<file path="src/hdl/assert_macros.svh">
// ---------------------------------------------------------------------------
// Assertion macros shared by the hashing block
// ---------------------------------------------------------------------------
`ifndef ASSERT_MACROS_SVH
`define ASSERT_MACROS_SVH

// Antecedent and consequent checked in the same cycle.
`define SHA1_ASSERT_SAME(lbl, clk, rst_n, ante, cons) \
  lbl: assert property (@(posedge clk) disable iff (!rst_n) (ante) |-> (cons)) \
    else $error("sha1 same-cycle check failed");

// Consequent checked in the cycle after the antecedent.
`define SHA1_ASSERT_NEXT(lbl, clk, rst_n, ante, cons) \
  lbl: assert property (@(posedge clk) disable iff (!rst_n) (ante) |=> (cons)) \
    else $error("sha1 next-cycle check failed");

`endif

</file>
<file path="src/hdl/sha1_pkg.sv">
// ---------------------------------------------------------------------------
// sha1_pkg
// Types and constants shared by the SHA-1 controller, datapath and top level.
// ---------------------------------------------------------------------------
package sha1_pkg;

  localparam int unsigned BYTE_W     = 8;
  localparam int unsigned WORD_W     = 32;
  localparam int unsigned WIDX_W     = 3;
  localparam int unsigned COUNT_W    = 61;
  localparam int unsigned FILL_W     = 6;
  localparam int unsigned ROUND_W    = 7;
  localparam int unsigned CHAIN_N    = 5;
  localparam int unsigned SCHED_N    = 16;

  localparam logic [WIDX_W-1:0]  DIGEST_LAST = 3'd4;
  localparam logic [FILL_W-1:0]  FILL_LAST   = 6'd63;
  localparam logic [FILL_W-1:0]  FILL_LEN    = 6'd56;
  localparam logic [ROUND_W-1:0] ROUND_SCHED = 7'd16;
  localparam logic [ROUND_W-1:0] ROUND_PAR1  = 7'd20;
  localparam logic [ROUND_W-1:0] ROUND_MAJ   = 7'd40;
  localparam logic [ROUND_W-1:0] ROUND_PAR2  = 7'd60;
  localparam logic [ROUND_W-1:0] ROUND_LAST  = 7'd79;

  localparam logic [BYTE_W-1:0] PAD_MARK = 8'h80;

  localparam logic [WORD_W-1:0] K_CH   = 32'h5A827999;
  localparam logic [WORD_W-1:0] K_PAR1 = 32'h6ED9EBA1;
  localparam logic [WORD_W-1:0] K_MAJ  = 32'h8F1BBCDC;
  localparam logic [WORD_W-1:0] K_PAR2 = 32'hCA62C1D6;

  localparam logic [WORD_W-1:0] H_INIT [CHAIN_N] = '{
    32'h67452301, 32'hEFCDAB89, 32'h98BADCFE, 32'h10325476, 32'hC3D2E1F0
  };

  typedef enum logic [1:0] {
    SRC_IN,
    SRC_MARK,
    SRC_ZERO,
    SRC_LEN
  } byte_src_t;

  typedef struct packed {
    logic              put;        // push one byte into the block
    byte_src_t         byte_src;
    logic [2:0]        len_sel;    // length byte, 7 is most significant
    logic              count_inc;  // byte belongs to the message
    logic              round_en;   // run one compression round
    logic              chain_add;  // fold working vars into chain value
    logic [WIDX_W-1:0] word_sel;   // digest word on the output
    logic              restart;    // back to initial chain for next message
  } sha1_cmd_t;

  typedef struct packed {
    logic fill_full;   // next byte completes the block
    logic fill_len;    // block holds 56 bytes, length goes next
    logic round_last;  // round 79 in progress
  } sha1_status_t;

endpackage

</file>
<file path="src/hdl/sha1_ifs.sv">
// ---------------------------------------------------------------------------
// sha1 channel interfaces
// Byte input channel and digest word output channel, valid/ready handshake.
// ---------------------------------------------------------------------------
interface sha1_byte_if;
  logic       valid;
  logic       ready;
  logic [7:0] data_byte;
  logic       has_byte;
  logic       is_last;

  modport source (output valid, output data_byte, output has_byte, output is_last,
                  input ready);
  modport sink (input valid, input data_byte, input has_byte, input is_last,
                output ready);
endinterface

interface sha1_digest_if;
  logic        valid;
  logic        ready;
  logic [31:0] digest_word;
  logic [2:0]  word_index;
  logic        last_word;

  modport source (output valid, output digest_word, output word_index,
                  output last_word, input ready);
  modport sink (input valid, input digest_word, input word_index, input last_word,
                output ready);
endinterface

</file>
<file path="src/hdl/sha1_ctrl.sv">
// ---------------------------------------------------------------------------
// sha1_ctrl
// Sequencer: byte intake, padding, compression rounds and digest output.
// ---------------------------------------------------------------------------
module sha1_ctrl (
  input  logic                   clk,
  input  logic                   rst_n,
  input  logic                   in_valid,
  input  logic                   in_has_byte,
  input  logic                   in_is_last,
  output logic                   in_ready,
  output logic                   out_valid,
  output logic [2:0]             out_word_index,
  output logic                   out_last_word,
  input  logic                   out_ready,
  input  sha1_pkg::sha1_status_t status,
  output sha1_pkg::sha1_cmd_t    cmd
);
  import sha1_pkg::*;

  typedef enum logic [2:0] {
    S_IDLE,
    S_PAD,
    S_COMP,
    S_ADD,
    S_OUT
  } state_t;

  typedef enum logic [1:0] {
    P_MARK,
    P_ZERO,
    P_LEN,
    P_DONE
  } pad_t;

  state_t            state_r, state_nxt;
  pad_t              pad_r, pad_nxt;
  logic [2:0]        len_r, len_nxt;
  logic [WIDX_W-1:0] word_r, word_nxt;
  logic              last_r, last_nxt;   // message end seen, padding under way

  always_comb begin
    state_nxt = state_r;
    pad_nxt   = pad_r;
    len_nxt   = len_r;
    word_nxt  = word_r;
    last_nxt  = last_r;
    cmd       = '0;
    cmd.byte_src = SRC_IN;
    cmd.len_sel  = len_r;
    cmd.word_sel = word_r;
    in_ready  = 1'b0;
    out_valid = 1'b0;

    case (state_r)
      S_IDLE: begin
        in_ready = 1'b1;
        if (in_valid) begin
          pad_nxt  = P_MARK;
          last_nxt = in_is_last;
          if (in_has_byte) begin
            cmd.put       = 1'b1;
            cmd.count_inc = 1'b1;
          end
          if (in_has_byte && status.fill_full) begin
            state_nxt = S_COMP;
          end else if (in_is_last) begin
            state_nxt = S_PAD;
          end
        end
      end
      S_PAD: begin
        case (pad_r)
          P_MARK: begin
            cmd.put      = 1'b1;
            cmd.byte_src = SRC_MARK;
            pad_nxt      = P_ZERO;
          end
          P_ZERO: begin
            if (status.fill_len) begin
              pad_nxt = P_LEN;
              len_nxt = 3'd7;
            end else begin
              cmd.put      = 1'b1;
              cmd.byte_src = SRC_ZERO;
            end
          end
          P_LEN: begin
            cmd.put      = 1'b1;
            cmd.byte_src = SRC_LEN;
            len_nxt      = len_r - 3'd1;
            if (len_r == 3'd0) begin
              pad_nxt = P_DONE;
            end
          end
          default: begin
          end
        endcase
        if (cmd.put && status.fill_full) begin
          state_nxt = S_COMP;
        end
      end
      S_COMP: begin
        cmd.round_en = 1'b1;
        if (status.round_last) begin
          state_nxt = S_ADD;
        end
      end
      S_ADD: begin
        cmd.chain_add = 1'b1;
        if (!last_r) begin
          state_nxt = S_IDLE;
        end else if (pad_r == P_DONE) begin
          state_nxt = S_OUT;
          word_nxt  = '0;
        end else begin
          state_nxt = S_PAD;
        end
      end
      S_OUT: begin
        out_valid = 1'b1;
        if (out_ready) begin
          if (word_r == DIGEST_LAST) begin
            cmd.restart = 1'b1;
            last_nxt    = 1'b0;
            state_nxt   = S_IDLE;
          end else begin
            word_nxt = word_r + 3'd1;
          end
        end
      end
      default: begin
        state_nxt = S_IDLE;
      end
    endcase
  end

  assign out_word_index = word_r;
  assign out_last_word  = (word_r == DIGEST_LAST);

  always_ff @(posedge clk) begin
    if (!rst_n) begin
      state_r <= S_IDLE;
      pad_r   <= P_MARK;
      len_r   <= '0;
      word_r  <= '0;
      last_r  <= 1'b0;
    end else begin
      state_r <= state_nxt;
      pad_r   <= pad_nxt;
      len_r   <= len_nxt;
      word_r  <= word_nxt;
      last_r  <= last_nxt;
    end
  end

endmodule

</file>
<file path="src/hdl/sha1_dp.sv">
// ---------------------------------------------------------------------------
// sha1_dp
// Byte packer, 16-word schedule shift line, round logic and chain value.
// ---------------------------------------------------------------------------
module sha1_dp (
  input  logic                   clk,
  input  logic                   rst_n,
  input  sha1_pkg::sha1_cmd_t    cmd,
  input  logic [7:0]             data_byte,
  output sha1_pkg::sha1_status_t status,
  output logic [31:0]            digest_word
);
  import sha1_pkg::*;

  logic [WORD_W-1:0]  w_r [SCHED_N];   // w_r[0] is the oldest word
  logic [23:0]        acc_r;           // first three bytes of the word in progress
  logic [WORD_W-1:0]  a_r, b_r, c_r, d_r, e_r;
  logic [WORD_W-1:0]  chain_r [CHAIN_N];
  logic [COUNT_W-1:0] count_r;
  logic [FILL_W-1:0]  fill_r;
  logic [ROUND_W-1:0] round_r;

  logic [BYTE_W-1:0]  put_byte;
  logic [63:0]        len_bits;
  logic [WORD_W-1:0]  sched_x, wt, f, k, t;

  assign len_bits = {count_r, 3'b000};

  always_comb begin
    case (cmd.byte_src)
      SRC_IN:   put_byte = data_byte;
      SRC_MARK: put_byte = PAD_MARK;
      SRC_LEN:  put_byte = len_bits[{cmd.len_sel, 3'b000} +: 8];
      default:  put_byte = '0;
    endcase
  end

  assign sched_x = w_r[13] ^ w_r[8] ^ w_r[2] ^ w_r[0];
  assign wt = (round_r < ROUND_SCHED) ? w_r[0] : {sched_x[30:0], sched_x[31]};

  always_comb begin
    if (round_r < ROUND_PAR1) begin
      f = (b_r & c_r) | (~b_r & d_r);
      k = K_CH;
    end else if (round_r < ROUND_MAJ) begin
      f = b_r ^ c_r ^ d_r;
      k = K_PAR1;
    end else if (round_r < ROUND_PAR2) begin
      f = (b_r & c_r) | (b_r & d_r) | (c_r & d_r);
      k = K_MAJ;
    end else begin
      f = b_r ^ c_r ^ d_r;
      k = K_PAR2;
    end
  end

  assign t = {a_r[26:0], a_r[31:27]} + f + e_r + wt + k;

  always_comb begin
    case (cmd.word_sel)
      3'd0:    digest_word = chain_r[0];
      3'd1:    digest_word = chain_r[1];
      3'd2:    digest_word = chain_r[2];
      3'd3:    digest_word = chain_r[3];
      3'd4:    digest_word = chain_r[4];
      default: digest_word = '0;
    endcase
  end

  assign status.fill_full  = (fill_r == FILL_LAST);
  assign status.fill_len   = (fill_r == FILL_LEN);
  assign status.round_last = (round_r == ROUND_LAST);

  // schedule line and working variables
  always_ff @(posedge clk) begin
    if (cmd.put) begin
      acc_r <= {acc_r[15:0], put_byte};
      if (fill_r[1:0] == 2'b11) begin
        for (int i = 0; i < SCHED_N - 1; i++) begin
          w_r[i] <= w_r[i+1];
        end
        w_r[SCHED_N-1] <= {acc_r, put_byte};
      end
      if (fill_r == FILL_LAST) begin
        a_r <= chain_r[0];
        b_r <= chain_r[1];
        c_r <= chain_r[2];
        d_r <= chain_r[3];
        e_r <= chain_r[4];
      end
    end else if (cmd.round_en) begin
      for (int i = 0; i < SCHED_N - 1; i++) begin
        w_r[i] <= w_r[i+1];
      end
      w_r[SCHED_N-1] <= wt;
      e_r <= d_r;
      d_r <= c_r;
      c_r <= {b_r[1:0], b_r[31:2]};
      b_r <= a_r;
      a_r <= t;
    end
  end

  always_ff @(posedge clk) begin
    if (!rst_n) begin
      for (int i = 0; i < CHAIN_N; i++) begin
        chain_r[i] <= H_INIT[i];
      end
      count_r <= '0;
      fill_r  <= '0;
      round_r <= '0;
    end else if (cmd.restart) begin
      for (int i = 0; i < CHAIN_N; i++) begin
        chain_r[i] <= H_INIT[i];
      end
      count_r <= '0;
      fill_r  <= '0;
      round_r <= '0;
    end else begin
      if (cmd.chain_add) begin
        chain_r[0] <= chain_r[0] + a_r;
        chain_r[1] <= chain_r[1] + b_r;
        chain_r[2] <= chain_r[2] + c_r;
        chain_r[3] <= chain_r[3] + d_r;
        chain_r[4] <= chain_r[4] + e_r;
      end
      if (cmd.count_inc) begin
        count_r <= count_r + 61'd1;
      end
      if (cmd.put) begin
        fill_r <= fill_r + 6'd1;
      end
      if (cmd.put && (fill_r == FILL_LAST)) begin
        round_r <= '0;
      end else if (cmd.round_en) begin
        round_r <= round_r + 7'd1;
      end
    end
  end

endmodule

</file>
<file path="src/hdl/sha1_message_hasher_top.sv">
// ---------------------------------------------------------------------------
// sha1_message_hasher_top
// SHA-1 hasher over a byte stream, digest returned as five 32-bit words.
// ---------------------------------------------------------------------------
// Input channel in_ch carries one message byte per item (has_byte qualifies
// data_byte, is_last ends the message). An item with neither flag is dropped.
// Output channel out_ch returns the digest as five items, word_index 0 first,
// last_word set on word 4. Both use valid/ready; transfer when both are high.
// Every 64th byte starts the compression: 80 rounds, one per cycle on the
// single round adder, plus a chain update step, so input stalls for each
// block. On is_last the padding is fed through the byte packer at one byte
// per cycle outside compressions (9 to 72 bytes, plus an idle step before
// the length bytes), with one or two compressions, then the five words are
// offered one per cycle. Input is held off while a message is being
// finished; a stalled receiver holds the current word on out_ch.
// After the last word the block takes the next message at once.
// Reset (rst_n low, synchronous) loads the initial chain value and clears
// the byte count; no clearing pass is needed.
// ---------------------------------------------------------------------------
`include "assert_macros.svh"

module sha1_message_hasher_top (
  input  logic          clk,
  input  logic          rst_n,
  sha1_byte_if.sink     in_ch,
  sha1_digest_if.source out_ch
);
  import sha1_pkg::*;

  sha1_cmd_t    cmd;
  sha1_status_t status;

  sha1_ctrl u_ctrl (
    .clk            (clk),
    .rst_n          (rst_n),
    .in_valid       (in_ch.valid),
    .in_has_byte    (in_ch.has_byte),
    .in_is_last     (in_ch.is_last),
    .in_ready       (in_ch.ready),
    .out_valid      (out_ch.valid),
    .out_word_index (out_ch.word_index),
    .out_last_word  (out_ch.last_word),
    .out_ready      (out_ch.ready),
    .status         (status),
    .cmd            (cmd)
  );

  sha1_dp u_dp (
    .clk         (clk),
    .rst_n       (rst_n),
    .cmd         (cmd),
    .data_byte   (in_ch.data_byte),
    .status      (status),
    .digest_word (out_ch.digest_word)
  );

  `SHA1_ASSERT_SAME(a_no_intake_during_output, clk, rst_n, out_ch.valid, !in_ch.ready)
  `SHA1_ASSERT_SAME(a_last_word_is_four, clk, rst_n, out_ch.valid && out_ch.last_word, out_ch.word_index == DIGEST_LAST)
  `SHA1_ASSERT_NEXT(a_add_after_last_round, clk, rst_n, cmd.round_en && status.round_last, cmd.chain_add)
  `SHA1_ASSERT_NEXT(a_ready_after_digest, clk, rst_n, out_ch.valid && out_ch.ready && out_ch.last_word, in_ch.ready)

endmodule

</file>
<file path="src/flat_wrapper.sv">
// flat-port wrapper written by rule: the top's interface ports become plain ports
module sha1_message_hasher_top_flat import sha1_pkg::*;
  (clk, rst_n, in_ch_valid, in_ch_data_byte, in_ch_has_byte, in_ch_is_last, in_ch_ready, out_ch_valid, out_ch_digest_word, out_ch_word_index, out_ch_last_word, out_ch_ready);
  sha1_byte_if in_ch_i ();
  sha1_digest_if out_ch_i ();
  input  logic clk;
  input  logic rst_n;
  input wire logic [$bits(in_ch_i.valid)-1:0] in_ch_valid;
  input wire logic [$bits(in_ch_i.data_byte)-1:0] in_ch_data_byte;
  input wire logic [$bits(in_ch_i.has_byte)-1:0] in_ch_has_byte;
  input wire logic [$bits(in_ch_i.is_last)-1:0] in_ch_is_last;
  output wire logic [$bits(in_ch_i.ready)-1:0] in_ch_ready;
  output wire logic [$bits(out_ch_i.valid)-1:0] out_ch_valid;
  output wire logic [$bits(out_ch_i.digest_word)-1:0] out_ch_digest_word;
  output wire logic [$bits(out_ch_i.word_index)-1:0] out_ch_word_index;
  output wire logic [$bits(out_ch_i.last_word)-1:0] out_ch_last_word;
  input wire logic [$bits(out_ch_i.ready)-1:0] out_ch_ready;
  assign in_ch_i.valid = in_ch_valid;
  assign in_ch_i.data_byte = in_ch_data_byte;
  assign in_ch_i.has_byte = in_ch_has_byte;
  assign in_ch_i.is_last = in_ch_is_last;
  assign in_ch_ready = in_ch_i.ready;
  assign out_ch_valid = out_ch_i.valid;
  assign out_ch_digest_word = out_ch_i.digest_word;
  assign out_ch_word_index = out_ch_i.word_index;
  assign out_ch_last_word = out_ch_i.last_word;
  assign out_ch_i.ready = out_ch_ready;
  sha1_message_hasher_top u_core (.clk(clk), .rst_n(rst_n), .in_ch(in_ch_i), .out_ch(out_ch_i));
endmodule
</file>
<file path="config.mk">
export PLATFORM = sky130hd
export DESIGN_NAME = sha1_message_hasher_top_flat
export DESIGN_NICKNAME = d
export VERILOG_FILES = /design/src/hdl/sha1_pkg.sv /design/src/hdl/sha1_ifs.sv /design/src/hdl/sha1_ctrl.sv /design/src/hdl/sha1_dp.sv /design/src/hdl/sha1_message_hasher_top.sv /design/src/flat_wrapper.sv
export VERILOG_INCLUDE_DIRS = /design/src /design/src/hdl
export SDC_FILE = /design/constraint.sdc
export NUM_CORES = 2
export LEC_CHECK = 0
export BUFFER_PORTS_ARGS = -buffer_cell sky130_fd_sc_hd__buf_2
export CORE_ASPECT_RATIO = 0.8
export CORE_MARGIN = 2
export CORE_UTILIZATION = 55
export CTS_CLUSTER_SIZE = 40
export DETAILED_ROUTE_END_ITERATION = 7
export PLACE_DENSITY = 0.71
export SYNTH_ARGS = -nofsm -noshare
export SYNTH_HDL_FRONTEND = slang
export SYNTH_SLANG_ARGS = --single-unit
export TNS_END_PERCENT = 1
</file>
<file path="constraint.sdc">
create_clock -name clk -period 50.9 [get_ports clk]
set_clock_uncertainty 0.1 [all_clocks]
set_input_delay 10.18 -clock clk [delete_from_list [all_inputs] [get_ports clk]]
set_output_delay 10.18 -clock clk [all_outputs]
set_load 0.05 [all_outputs]
</file>
## Word level (Yosys, flattened, before mapping)

Memory sizes are Yosys's and may differ from the RTL's.
Index checks and enable logic that the tools add are counted.

- Register bits after elaboration: 270
- Latch bits: 0
- RAM bits: 672
- ROM bits: 0
- Output and inout port bits: 38
- Logic and storage cells: 232
- Memories: 2

- Add/subtract/negate cells: 14
- Multiply operators: 0
- Divide/modulo/power cells: 0
- Magnitude comparators: 4
- Eq/ne operators: 31
- Shift-type cells: 1
- Mux-type cells: 105
- Bitwise operators: 40
- Reduce and logical (&&, ||, !) cells: 21

Memories:

| memory | words | width | read ports | clocked after memory_dff | wr ports | RTL line | source |
|---|---|---|---|---|---|---|---|
| u_core.u_dp.w_r | 16 | 32 | 16 | 0 | 16 | sha1_dp.sv:15 | `logic [WORD_W-1:0] w_r [SCHED_N];` |
| u_core.u_dp.chain_r | 5 | 32 | 5 | 0 | 5 | sha1_dp.sv:18 | `logic [WORD_W-1:0] chain_r [CHAIN_N];` |

Operators by type and width:

| operator | count |
|---|---|
| 32-bit 2-to-1 mux | 47 |
| 32-bit adder | 9 |
| 32-bit case mux with 5 select lines | 1 |
| 32-bit XOR | 5 |
| 32-bit bitwise AND | 4 |
| 32-bit bitwise OR | 3 |
| 64-bit by 7-bit variable part select with 8-bit output | 1 |
| 61-bit by 1-bit adder with 61-bit output, second input constant | 1 |
| 3-bit 2-to-1 mux | 16 |
| 32-bit NOT | 1 |
| 31-bit 2-to-1 mux | 1 |
| 1-bit 2-to-1 mux | 27 |
| 1-bit bitwise OR | 26 |
| 8-bit case mux with 3 select lines | 1 |
| 3-bit case mux with 5 select lines | 1 |
| 7-bit by 5-bit less-than comparator with 1-bit output, second input constant | 2 |
| 7-bit by 6-bit less-than comparator with 1-bit output, second input constant | 2 |
| 2-bit != test, second input constant | 7 |
| 3-bit by 2-bit == test with 1-bit output, second input constant | 4 |
| 6-bit == test, second input constant | 2 |
| 3-bit case mux with 2 select lines | 2 |
| 5-bit AND reduction | 2 |
| 2-bit nonzero test | 5 |
| 3-bit zero test | 3 |
| other kinds (27) | 43 |

## Longest topological paths before layout

- Depth after elaboration: 12
- Mapped depth: 24
- Gate-level depth less buffers: 22

## Cells and area by module

Synthesis repeated with hierarchy kept, for this count alone.

- Cells, all modules: 3915
- Area, all modules: 48480.2 um2

By module, submodules not included:

| module | times used | cells an instance | area each (um2) |
|---|---|---|---|
| sha1_dp | 1 | 3797 | 47498.1 |
| sha1_ctrl | 1 | 118 | 982.2 |

## Worst setup path after synthesis

OpenSTA, ideal clock, no wires.

- Path type: input port to flip-flop
- Start: in in_ch_valid
- End: mem u_core.u_dp.w_r[0][0], enable pin
- Library setup time: 3.689 ns
- Arrival: 19.559 ns
- Data required time: 47.111 ns
- Path slack: 27.552 ns
- Stages on the path: 7
- Cells stage by stage: and3_1 -> buf_4 -> nor2_1 -> clkinv_1 -> clkbuf_1 -> nand2_1 -> nand2_1

RTL lines:

| element | RTL line | source |
|---|---|---|
| start, declared | flat_wrapper.sv:8 | `input wire logic [$bits(in_ch_i.valid)-1:0] in_ch_valid;` |
| end, declared | sha1_dp.sv:15 |  |

## Worst setup path in the final report

- Start: reg u_core.u_ctrl.word_r[0] (netlist: u_core.u_ctrl.out_word_index[0])
- End: out out_ch_digest_word[11]

- Word-level cells in the longest chain between the ends: 2
- Elaborated cells on any way between the ends: 6

Ends and longest elaborated chain:

| element | RTL line | source |
|---|---|---|
| start, declared | sha1_ctrl.sv:39 | `logic [WIDX_W-1:0] word_r, word_nxt;` |
| start signal, assigned | sha1_ctrl.sv:152 | `word_r <= word_nxt;` |
| 3-bit == test, or another cell as far along | sha1_dp.sv:60 | `case (cmd.word_sel)` |
| 32-bit case mux with 5 select lines (*) | sha1_dp.sv:60 |  |
| end, declared | flat_wrapper.sv:14 | `output wire logic [$bits(out_ch_i.digest_word)-1:0] out_ch_digest_word;` |

Every way passes the cells marked *; elsewhere a longest branch is shown, timed or not.

==> key figures <==
Status
  • Status: complete, no violations

Setup path
  • Ordered list of cells on the worst path: inv_1 -> ha_1 -> buf_4 -> nor2b_2 -> a22oi_1 -> nand3_1 -> buf_2
  • Crit path arrival time: 3.53 ns
  • Worst path slowest cell: nor2b_2
  • Reg2Reg Setup Slack: 43.65 ns
  • Type of origin of the critical path: register
  • Worst Path Max Fanout: 22
  • Slowest cell delay on critical path: 1.01 ns
  • Critical path endpoint category: primary output
  • Critical path class: reg -> out
  • WP data required: 40.62 ns

Clock tree
  • CTS buffer count: 94
  • CTS resizes: 0
  • Clk_lat worst skew: 0.68 ns
  • Post-CTS setup buffer count: 0
  • Clk root buf: clkbuf_16
  • CTS Sinks: 942
  • CTS Hold Buffers Added: 0
  • Clock transition at path regs: 0.07 ns
  • Htree depth: 3
  • CTS Buffer Depth: 3
  • CTS tree: done

Floorplan
  • Die H: 269 µm
  • # IOs: 52
  • Total die area: 89900 µm²
  • Chip Width: 335 µm
  • Initial core utilization: 55.8%
  • Core area: 86200 µm²
  • Core Rows: 96

Place
  • Placer congestion estimate: 0.972
  • PortBufs: 51
  • Worst slack, placed: 36.43 ns
  • Post-DP HPWL: 84.2 mm

Route
  • Final ANT Viol Nets: 0
  • Routed vias: 32000
  • DR DRC count: 0
  • Vias/cell: 6.01
  • Drt pass-1 iters: 7
  • Post-Route WL: 118 mm
  • Per-cell routed wire length: 22.2 µm
  • Drt initial violations: 3743

Timing
  • Number of slew-limit violations in the final report: 0
  • Setup tns final: 0 ns
  • Headroom to the max-slew limit: 3.78%
  • Slew of the pin with the lowest slew margin: 1.44 ns
  • Setup WS post-layout: 37.09 ns
  • RSZ-0062 raised after global routing: no
  • Tcrit/Tclk final: 27.1%
  • Minimum clock period: 13.81 ns
  • Fmax achieved: 72.4 MHz
  • Worst hold slack: 0.301 ns
  • Final Hold Violating Endpoints: 0
  • Final setup viols: 0

Power
  • Sw Share: 27.7%
  • Switching Power: 0.000556 W
  • Leakage power: 19.4 nW
  • Power share of the sequential group: 46.3%
  • Comb pwr share: 18.3%
  • Clock group share of total power: 35.3%
  • Maximum VDD drop: 0.0000259 V
  • PwrDens: 38.0 nW/µm²
  • Int Power: 0.00145 W

Layout
  • Layout Utilization: 61.2%
  • Nets: 4460
  • Area Overhead vs Synth: 9.67%
  • Layout cell share with drive strength beyond 1: 6.97%
  • FILL cells: 6777

Logic synthesis
  • Cell Area, Synth: 48100 µm²
  • Post-synthesis average cell area: 11.8 µm²
  • Ys async rst share: 0%
  • Post-synthesis register bit count: 942
  • Post-synth EDFFs: 856
  • Top-area cell type share of the netlist area: 53.4%
  • Cell taking the most area after synthesis: edfxtp_1
  • Post-Synthesis Cells: 4070
  • Synth warn: 0
  • Post-synth top flop: edfxtp_1
  • Sequential area share after synthesis: 57.0%
  • Synth cell types: 86
  • Largest cells by area after synthesis: edfxtp_1 (53%), ha_1 (5.4%), fa_1 (5.2%)
  • Syn nets: 4417

GRT
  • Global-route wire length before repair: 178 mm
  • Initial antenna violation count: 2
  • Vias in the first global route: 29800
  • Largest net degree at the start of global routing: 236
  • Total gr overflow: 0
  • GR Util All Layers: 26.2%

Run
  • Max-cap viol count: 0

Min path
  • Hold/Removal Path Class: reg -> reg
-- stage by stage --
stage               power, W  cells  cell area (µm²)
floorplan            0.00124   4070            48100
global placement     0.00130   5144            49600
detailed placement   0.00131   5144            49600
CTS                  0.00201   5316            52800
global route         0.00210   5316            52800
finish               0.00201   5318            52800
-- metal layers --
metal  GRT usage [%]  vias to the layer above  share of wire [%]
met5               0                        -                  0
met4            7.45                        0                2.6
met3            5.64                      188                 11
met2            35.8                     1403                 40
met1            41.9                    15700                 46
li1                -                    14700                  -
-- worst paths after layout --
path | startpoint | to | cells after the start
hold / removal | u_core.u_dp.w_r[0][200]$_DFFE_PP_ | u_core.u_dp.w_r[0][168]$_DFFE_PP_ | 0
setup / recovery | u_core.u_ctrl.out_word_index[0]$_SDFFE_PN0P_ | out_ch_digest_word[11] | 7
setup reg to reg | u_core.u_dp.round_r[4]$_SDFFE_PP0P_ | u_core.u_dp.a_r[29]$_DFFE_PP_ | 23
hold reg to reg | u_core.u_dp.w_r[0][200]$_DFFE_PP_ | u_core.u_dp.w_r[0][168]$_DFFE_PP_ | 0
-- final cells by class --
| type | instances | area [µm²] | area share (%) |
|---|---|---|---|
| clock inverters | 53 | 633 | 1.20 |
| multi-input cells | 2735 | 19300 | 36.5 |
| inverters | 257 | 972 | 1.84 |
| repair buffers | 83 | 508 | 0.963 |
| flip-flops and latches | 942 | 27400 | 52.0 |
| diodes | 2 | 5.00 | 0.00949 |
| clock buffers | 119 | 2540 | 4.81 |
| well taps | 1127 | 1410 | 2.67 |
-- power groups by stage --
stage	Combinational [W]	Sequential (W)	Clock, W
finish	0.000368	0.000930	0.000709
global route	0.000414	0.000933	0.000751
CTS	0.000364	0.000929	0.000721
detailed placement	0.000362	0.000945	0
global placement	0.000355	0.000943	0
floorplan	0.000283	0.000955	0
-- state kept, by name, indices dropped and copies added, names as in the netlist --
register                      flops
u_core.u_ctrl.out_word_index      3
u_core.u_dp.b_r                  32
u_core.u_dp.d_r                  32
u_core.u_dp.round_r               7
u_core.u_dp.chain_r             160
u_core.u_ctrl.last_r              1
u_core.u_dp.fill_r                6
u_core.u_dp.count_r              61
u_core.u_ctrl.len_r               3
u_core.u_dp.c_r                  32
u_core.u_dp.e_r                  32
u_core.u_dp.a_r                  32
u_core.u_dp.acc_r                24
u_core.u_ctrl.state_r             3
u_core.u_ctrl.pad_r               2
u_core.u_dp.w_r                 512
-- synthesized netlist by cell type, types with 12 or more instances --
master	count
fa_1	125
nand2b_1	26
a21o_1	100
mux2i_1	44
dfxtp_1	86
ha_1	208
a31oi_1	22
and3_1	17
o211ai_1	15
or3_1	26
nand2_1	609
mux4_2	12
nand3_1	73
inv_1	255
a22oi_1	55
clkbuf_1	123
xnor2_1	200
and2_1	22
o21bai_1	20
a221o_1	18
nor3_1	38
nand4_1	28
a211oi_1	24
nor2b_1	31
o21a_1	26
o221ai_1	13
o21ai_0	240
a21boi_0	12
xor2_1	109
edfxtp_1	856
a21oi_1	199
nor2_1	274
-- placed cells by master (no fill, tap or decap), types with 31 or more instances in the layout --
master	n
o21ai_0	239
nand2_1	608
xnor2_1	200
nor3_1	37
a21o_1	99
inv_1	255
buf_4	31
clkbuf_16	95
mux2i_1	44
xor2_1	109
a22oi_1	55
dfxtp_1	86
nor2_1	272
buf_2	51
edfxtp_1	856
nand3_1	72
ha_1	208
fa_1	125
a21oi_1	199
-- worst max-delay path: cells and delay by family, from the launching register on --
| kind | cells | cell delay [ns] |
|---|---|---|
| buf+inv | 3 | 0.63 |
| flops | 1 | 0.37 |
| simple gates | 2 | 1.27 |
| fa+ha+maj | 1 | 0.15 |
| compound gates | 1 | 0.43 |
-- cells by family after synthesis --
| group | Yosys count | share of synthesized area (%) |
|---|---|---|
| buffers and inverters | 393 | 3.11 |
| multiplexers | 60 | 1.60 |
| flip-flops | 942 | 57.0 |
| adder cells (fa/ha/maj) | 333 | 10.6 |
| AO/OA/AOI/OAI | 830 | 11.0 |
| AND/OR/NAND/NOR | 1203 | 11.0 |
| XOR/XNOR | 309 | 5.62 |
Note: power is estimated with default switching activity, not from simulation.
